File: src/rtl/gcot_pkg.sv
`timescale 1ns / 1ps

package gcot_pkg;

    typedef enum logic [2:0] {
        OP_PLACE     = 3'd0,
        OP_PURGE     = 3'd1,
        OP_READ      = 3'd2,
        OP_COMMIT    = 3'd3,
        OP_BLACKLIST = 3'd4
    } op_t;

    typedef enum logic [2:0] {
        ST_CLEAR,
        ST_IDLE,
        ST_CELL,
        ST_WALK,
        ST_HOLD
    } state_t;

    typedef struct packed {
        logic        bad_coord;
        logic        cell_usable;
        logic [15:0] conflicted_id;
        logic [15:0] pending_id;
        logic [15:0] occupant_id;
        logic        ok;
    } res_t;

    localparam int RES_W       = $bits(res_t);
    localparam int OUT_TDATA_W = ((RES_W + 7) / 8) * 8;
    localparam int IN_TDATA_W  = 32;

endpackage

File: src/rtl/gcot_cell.sv
`timescale 1ns / 1ps

module gcot_cell #(
    parameter int ID_BITS = 16
) (
    input  gcot_pkg::op_t        op,
    input  logic [ID_BITS-1:0]   id,
    input  logic [3*ID_BITS+1:0] entry_q,
    output logic [3*ID_BITS+1:0] entry_d,
    output gcot_pkg::res_t       res
);

    import gcot_pkg::*;

    localparam int BL_BIT = 3 * ID_BITS;
    localparam int ST_BIT = 3 * ID_BITS + 1;

    logic [ID_BITS-1:0] cur;
    logic [ID_BITS-1:0] pend;
    logic [ID_BITS-1:0] conf;
    logic               bl;
    logic               st;
    logic [ID_BITS-1:0] n_cur;
    logic [ID_BITS-1:0] n_pend;
    logic [ID_BITS-1:0] n_conf;
    logic               n_bl;
    logic               n_st;
    logic               ok;
    logic               vacant;

    assign cur  = entry_q[ID_BITS-1:0];
    assign pend = entry_q[2*ID_BITS-1:ID_BITS];
    assign conf = entry_q[3*ID_BITS-1:2*ID_BITS];
    assign bl   = entry_q[BL_BIT];
    assign st   = entry_q[ST_BIT];

    assign vacant = (pend == '0) || ((pend == cur) && !st);

    always_comb
    begin
        n_cur  = cur;
        n_pend = pend;
        n_conf = conf;
        n_bl   = bl;
        n_st   = st;
        ok     = 1'b0;
        unique case (op)
            OP_PLACE:
            begin
                if (bl)
                begin
                    ok = (id == '0) || (id == pend);
                end
                else if (vacant)
                begin
                    n_pend = id;
                    if (id == cur)
                    begin
                        n_st = 1'b1;
                    end
                    ok = 1'b1;
                end
                else if ((id == '0) || (id == pend))
                begin
                    ok = 1'b1;
                end
                else
                begin
                    n_conf = id;
                end
            end
            OP_PURGE:
            begin
                if (id == pend)
                begin
                    if (conf != '0)
                    begin
                        n_st   = (conf == cur);
                        n_pend = conf;
                        n_conf = '0;
                    end
                    else
                    begin
                        n_st   = 1'b0;
                        n_pend = cur;
                    end
                    ok = 1'b1;
                end
                else if (id == conf)
                begin
                    n_conf = '0;
                    ok     = 1'b1;
                end
            end
            OP_BLACKLIST:
            begin
                n_bl = 1'b1;
                ok   = 1'b1;
            end
            default:
            begin
                ok = 1'b1;
            end
        endcase
    end

    assign entry_d = {n_st, n_bl, n_conf, n_pend, n_cur};

    always_comb
    begin
        res               = '0;
        res.ok            = ok;
        res.occupant_id   = 16'(n_cur);
        res.pending_id    = ((n_pend == n_cur) && !n_st) ? 16'd0 : 16'(n_pend);
        res.conflicted_id = 16'(n_conf);
        res.cell_usable   = !n_bl && (n_conf == '0);
        res.bad_coord     = 1'b0;
    end

endmodule

File: config.mk
export PLATFORM = sky130hd
export DESIGN_NAME = gcot_cell
export DESIGN_NICKNAME = d
export VERILOG_FILES = /design/src/rtl/gcot_pkg.sv /design/src/rtl/gcot_cell.sv
export SDC_FILE = /design/constraint.sdc
export NUM_CORES = 1
export LEC_CHECK = 0
export ABC_AREA = 1
export BUFFER_PORTS_ARGS = -buffer_cell sky130_fd_sc_hd__buf_2
export CAP_MARGIN = 40
export CORE_UTILIZATION = 49
export DETAILED_ROUTE_END_ITERATION = 16
export PLACE_DENSITY = 0.87
export SYNTH_ARGS = -nofsm -noshare
export SYNTH_HDL_FRONTEND = slang
export SYNTH_SLANG_ARGS = --single-unit
File: constraint.sdc
create_clock -name vclk -period 4.3
set_input_delay 1.075 -clock vclk [all_inputs]
set_output_delay 1.075 -clock vclk [all_outputs]
set_load 0.03 [all_outputs]
==> out/metrics.yaml, run 1 <==
start_util_pct: 52.01
grt_max_degree: 21
port_buffers: 169
grt_overflow_total: 1
die_w_um: 85.03
netlist_area_um2: 3378
error: "[ERROR GRT-0232] Routing congestion too high. Check the congestion heatmap in the GUI."
synthCells: 684
outcome: "stopped before the end"
synth-seq-area-share_pct: 0
synth_top_family_by_area: "simple AND/OR/NAND/NOR gates"
yosys.area_share.simple_pct: 57.37
yosys.area.top_type: "nand2_1"
endpoint_type: "primary output"
grt_util_all_layers_pct: 72.57
io_pins: 170
placed_area_um2: 5295
synthMuxAreaShare_pct: 0
yosysWarnings: 0
ys_types: 36
die_h_um: 85.03
lastStage: "global routing (5_1_grt)"
synth_area_per_cell_um2: 4.939
synth_nets: 753
rows: 29
yosys-top-cells-area: "nand2_1, buf_4, nand3_1, inv_1, xnor2_1"
synth_top_area_share_pct: 28.89
dp_hpwl_mm: 14.17
postGrtWorstEndpoint: "res[31]"
yosys.area_share.adder_pct: 0
synth_xor_area_share_pct: 8.815
cts_hold_buf: 0
synth_compound_area_share_pct: 8.852
gp_congestion: 1.202
synth_stat cells:
cell type	instances
nand2_1	260
inv_1	64
nand3_1	62
buf_4	54
nor2_1	44
inv_2	26
xnor2_1	22
nand2_2	21
nand4_1	19
o22ai_1	17
o21ai_1	16
xor2_1	12
nor2_2	9
nor3_1	8
o21ai_0	8
buf_2	5
nor4_1	5
a21oi_1	4
buf_6	4
clkbuf_2	3
a21oi_2	2
clkbuf_1	2
nand3_2	2
nor2_4	2
or2_2	2
a31oi_1	1
and2_0	1
and2_1	1
clkinv_1	1
conb_1	1
nand2_4	1
nand3_4	1
nand4_2	1
o211ai_1	1
o211ai_2	1
o21ai_2	1
what timing repair did:
item	CTS
setup buffers	3
setup endpoints to repair	17
cloned	1
resized for setup	34
pin swaps	8
routing by layer:
layer  overflow  track usage, %
met1          0           74.30
met2          0           90.69
met3          0           53.50
met4          1           69.80
met5          0           28.67
cell families after synthesis:
kind of cell    count (synthesis)
buf+inv                       159
compound gates                 51
other cells                     1
xor+xnor                       34
simple gates                  439
through the flow:
step / TNS (ns) / std cells / worst slack [ns] / utilization [%] / hold slack (ns)
2_1_floorplan: -0.2636 / 684 / -0.07758 / - / 2.282
3_3_place_gp: -1.889 / 1047 / -0.1208 / 81.53 / 2.446
3_5_place_dp: -3.310 / 1047 / -0.2130 / 81.53 / 2.450
4_1_cts: -2.223 / 1051 / -0.1512 / 83.66 / 2.450
==> run 2, diff against run 1 <==
--- a/config.mk
+++ b/config.mk
@@ -8,9 +8,9 @@
 export ABC_AREA = 1
 export BUFFER_PORTS_ARGS = -buffer_cell sky130_fd_sc_hd__buf_2
 export CAP_MARGIN = 40
-export CORE_UTILIZATION = 49
+export CORE_UTILIZATION = 39
 export DETAILED_ROUTE_END_ITERATION = 16
-export PLACE_DENSITY = 0.87
+export PLACE_DENSITY_LB_ADDON = 0.15
 export SYNTH_ARGS = -nofsm -noshare
 export SYNTH_HDL_FRONTEND = slang
 export SYNTH_SLANG_ARGS = --single-unit
==> out/metrics.yaml, run 2 <==
outcome: "finished, violations left"  # was stopped before the end
violations: "setup timing"
cts_hold_buf: 0  # unchanged
finalCritPeriodShare_pct: 106.1
clkPwrFrac_pct: 0
drt_wl_total_mm: 19.58
rsz0062_at_grt: "yes"
io_pins: 170  # unchanged
die_w_um: 95.07  # was 85.03 um
n_fill_cell: 692
p_int_mw: 0.3255
drtPass1Iterations: 5
synth_area_per_cell_um2: 4.939  # unchanged
crit_arrival_ns: 3.49
yosys.area.top_type: "nand2_1"  # unchanged
drive_gt1_share_pct: 57.10
die-area_um2: 9038
area_growth_pct: 89.78
critPathKind: "primary input to output pin"
yosys-top-cells-area: "nand2_1, buf_4, nand3_1, inv_1, xnor2_1"  # unchanged
max_freq_mhz: 219.2
drv_slew: 0
core_um2: 8299
placedCellCount: 1106  # was 1047
yosys-top-cells-count: "nand2_1, inv_1, nand3_1"  # unchanged
rows: 33  # was 29
hold_ws_ns: 2.458
drtAntennaViolNets: 0
maxCapViolations: 0
synth_nets: 753  # unchanged
ir_drop_uv: 75.39
n_antenna_cell: 0
grt_antenna_before_repair: 0
wl_per_cell_um: 17.39
ys_types: 36  # unchanged
pwr-share-seq_pct: 0
setup_viol: 17
grt_pass1_vias: 5427
seq_area_um2: 0
synth_most_common_cell: "nand2_1"  # unchanged
worstSetupEndpointType: "output pin"
path_max_fanout: 8
p_sw_share_pct: 59.06
yosysWarnings: 0  # unchanged
grt_overflow_total: 0
gp_congestion: 1.109  # was 1.202
finalNetCount: 1092
seq_cells: 0
dp_hpwl_mm: 15.47  # was 14.17 mm
drtIter0Drc: 463
via_count: 6025
required_ns: 3.22
grt_max_degree: 17
via_per_inst: 5.351
pwr_density_cell_nw_per_um2: 124.0
die_h_um: 95.07  # was 85.03 um
cp-start-kind: "primary input"
synth-seq-area-share_pct: 0  # unchanged
utilization_pct: 77.25
p_leak_nw: 3.682
finalNonFillerCells: 1126
final_cell_mix: "nand2_1, buf_4, buf_2, nand3_1, inv_2"
synthCells: 684  # unchanged
min_path_type: "primary input to output pin"
port_buffers: 169  # unchanged
combPwrFrac_pct: 100.0
total_power_mw: 0.7951
hold_viol_final: 0
switchingPower_mw: 0.4696
post-route-min-period_ns: 4.563
final.setup.worst_slack_ns: -0.2627
netlist_area_um2: 3378  # unchanged
synth_top_area_share_pct: 28.89  # unchanged
nClkBuffers: 0
grt_pass1_wl_mm: 28.22
grt_util_all_layers_pct: 41.47
post-route-drc-count: 0
start_util_pct: 40.71  # was 52.01%
==> run 2: cell counts after synthesis <==
Identical to the previous run, type by type.
==> run 2: path summary, 6_finish.rpt <==
path / from / end / slack [ns] / cells past startpoint
setup / recovery: entry_q[30] / res[17] / -0.26 / 22
hold / removal: entry_q[15] / res[16] / 2.46 / 2
==> run 2: what timing repair did <==
action | in CTS | in global routing
setup buffers | 18 | 5
pin swaps | 37 | 53
gates resized for setup | 115 | 103
setup endpoints to repair | 35 | 46
hold endpoints to repair | 0 | 0
==> run 2: layout make-up <==
type | count | area [um2] | area share, %
inverters | 91 | 356.6 | 5.562
multi-input cells | 525 | 3007 | 46.90
repair buffers | 405 | 2917 | 45.49
well taps | 105 | 131.4 | 2.049
==> run 2: kinds of logic (layout without fill, tap and decap cells) <==
kind of cell | count (synthesis) | after routing | synth area share [%]
simple gates | 439 | 439 | 57.37
buf+inv | 159 | 496 | 24.85
compound gates | 51 | 51 | 8.852
xor+xnor | 34 | 34 | 8.815
other cells | 1 | 1 | 0.1110
==> run 2: worst max-delay path, stage by stage <==
cell and delay (ns):
buf_8 0.11, inv_6 0.06, nand4_1 0.19, nor3_2 0.18, buf_4 0.14, nand3_1 0.11
nand2_4 0.15, buf_8 0.15, nand3_1 0.07, nand3_1 0.12, buf_4 0.12, nand2_2 0.06
nand2_1 0.09, nand2_1 0.06, nor2_1 0.07, nand2_1 0.07, nor2_2 0.13, nand3_4 0.13
buf_12 0.18, nand2_4 0.06, inv_2 0.03, buf_6 0.12
==> run 2: power by group through the flow <==
| stage | sequential (mW) | clock (mW) | combinational, mW |
|---|---|---|---|
| 2_1_floorplan | 0 | 0 | 0.388 |
| 3_3_place_gp | 0 | 0 | 0.683 |
| 3_5_place_dp | 0 | 0 | 0.688 |
| 4_1_cts | 0 | 0 | 0.738 |
| 5_1_grt | 0 | 0 | 0.841 |
| 6_report | 0 | 0 | 0.795 |
==> run 2: layer usage <==
layer	vias to the layer above	track usage, %	wire, um	share of wire [%]
met5	-	0	0	0
met4	0	19.19	1020	5.2
met3	79	8.054	2157	11
met2	446	66.49	8826	45
met1	2709	53.14	7579	39
li1	2791	-	-	-
==> run 2: per-stage QoR <==
stage | cell area (um2) | TNS, ns | setup WS [ns]
floorplan | 3425 | -0.2636 | -0.07758
global placement | 5550 | -11.92 | -0.5642
detailed placement | 5550 | -9.824 | -0.5699
CTS | 6022 | -3.538 | -0.2315
global route | 6411 | -6.256 | -0.3940
finish | 6411 | -4.085 | -0.2627
No activity file was read; power rests on OpenSTA's default activity.
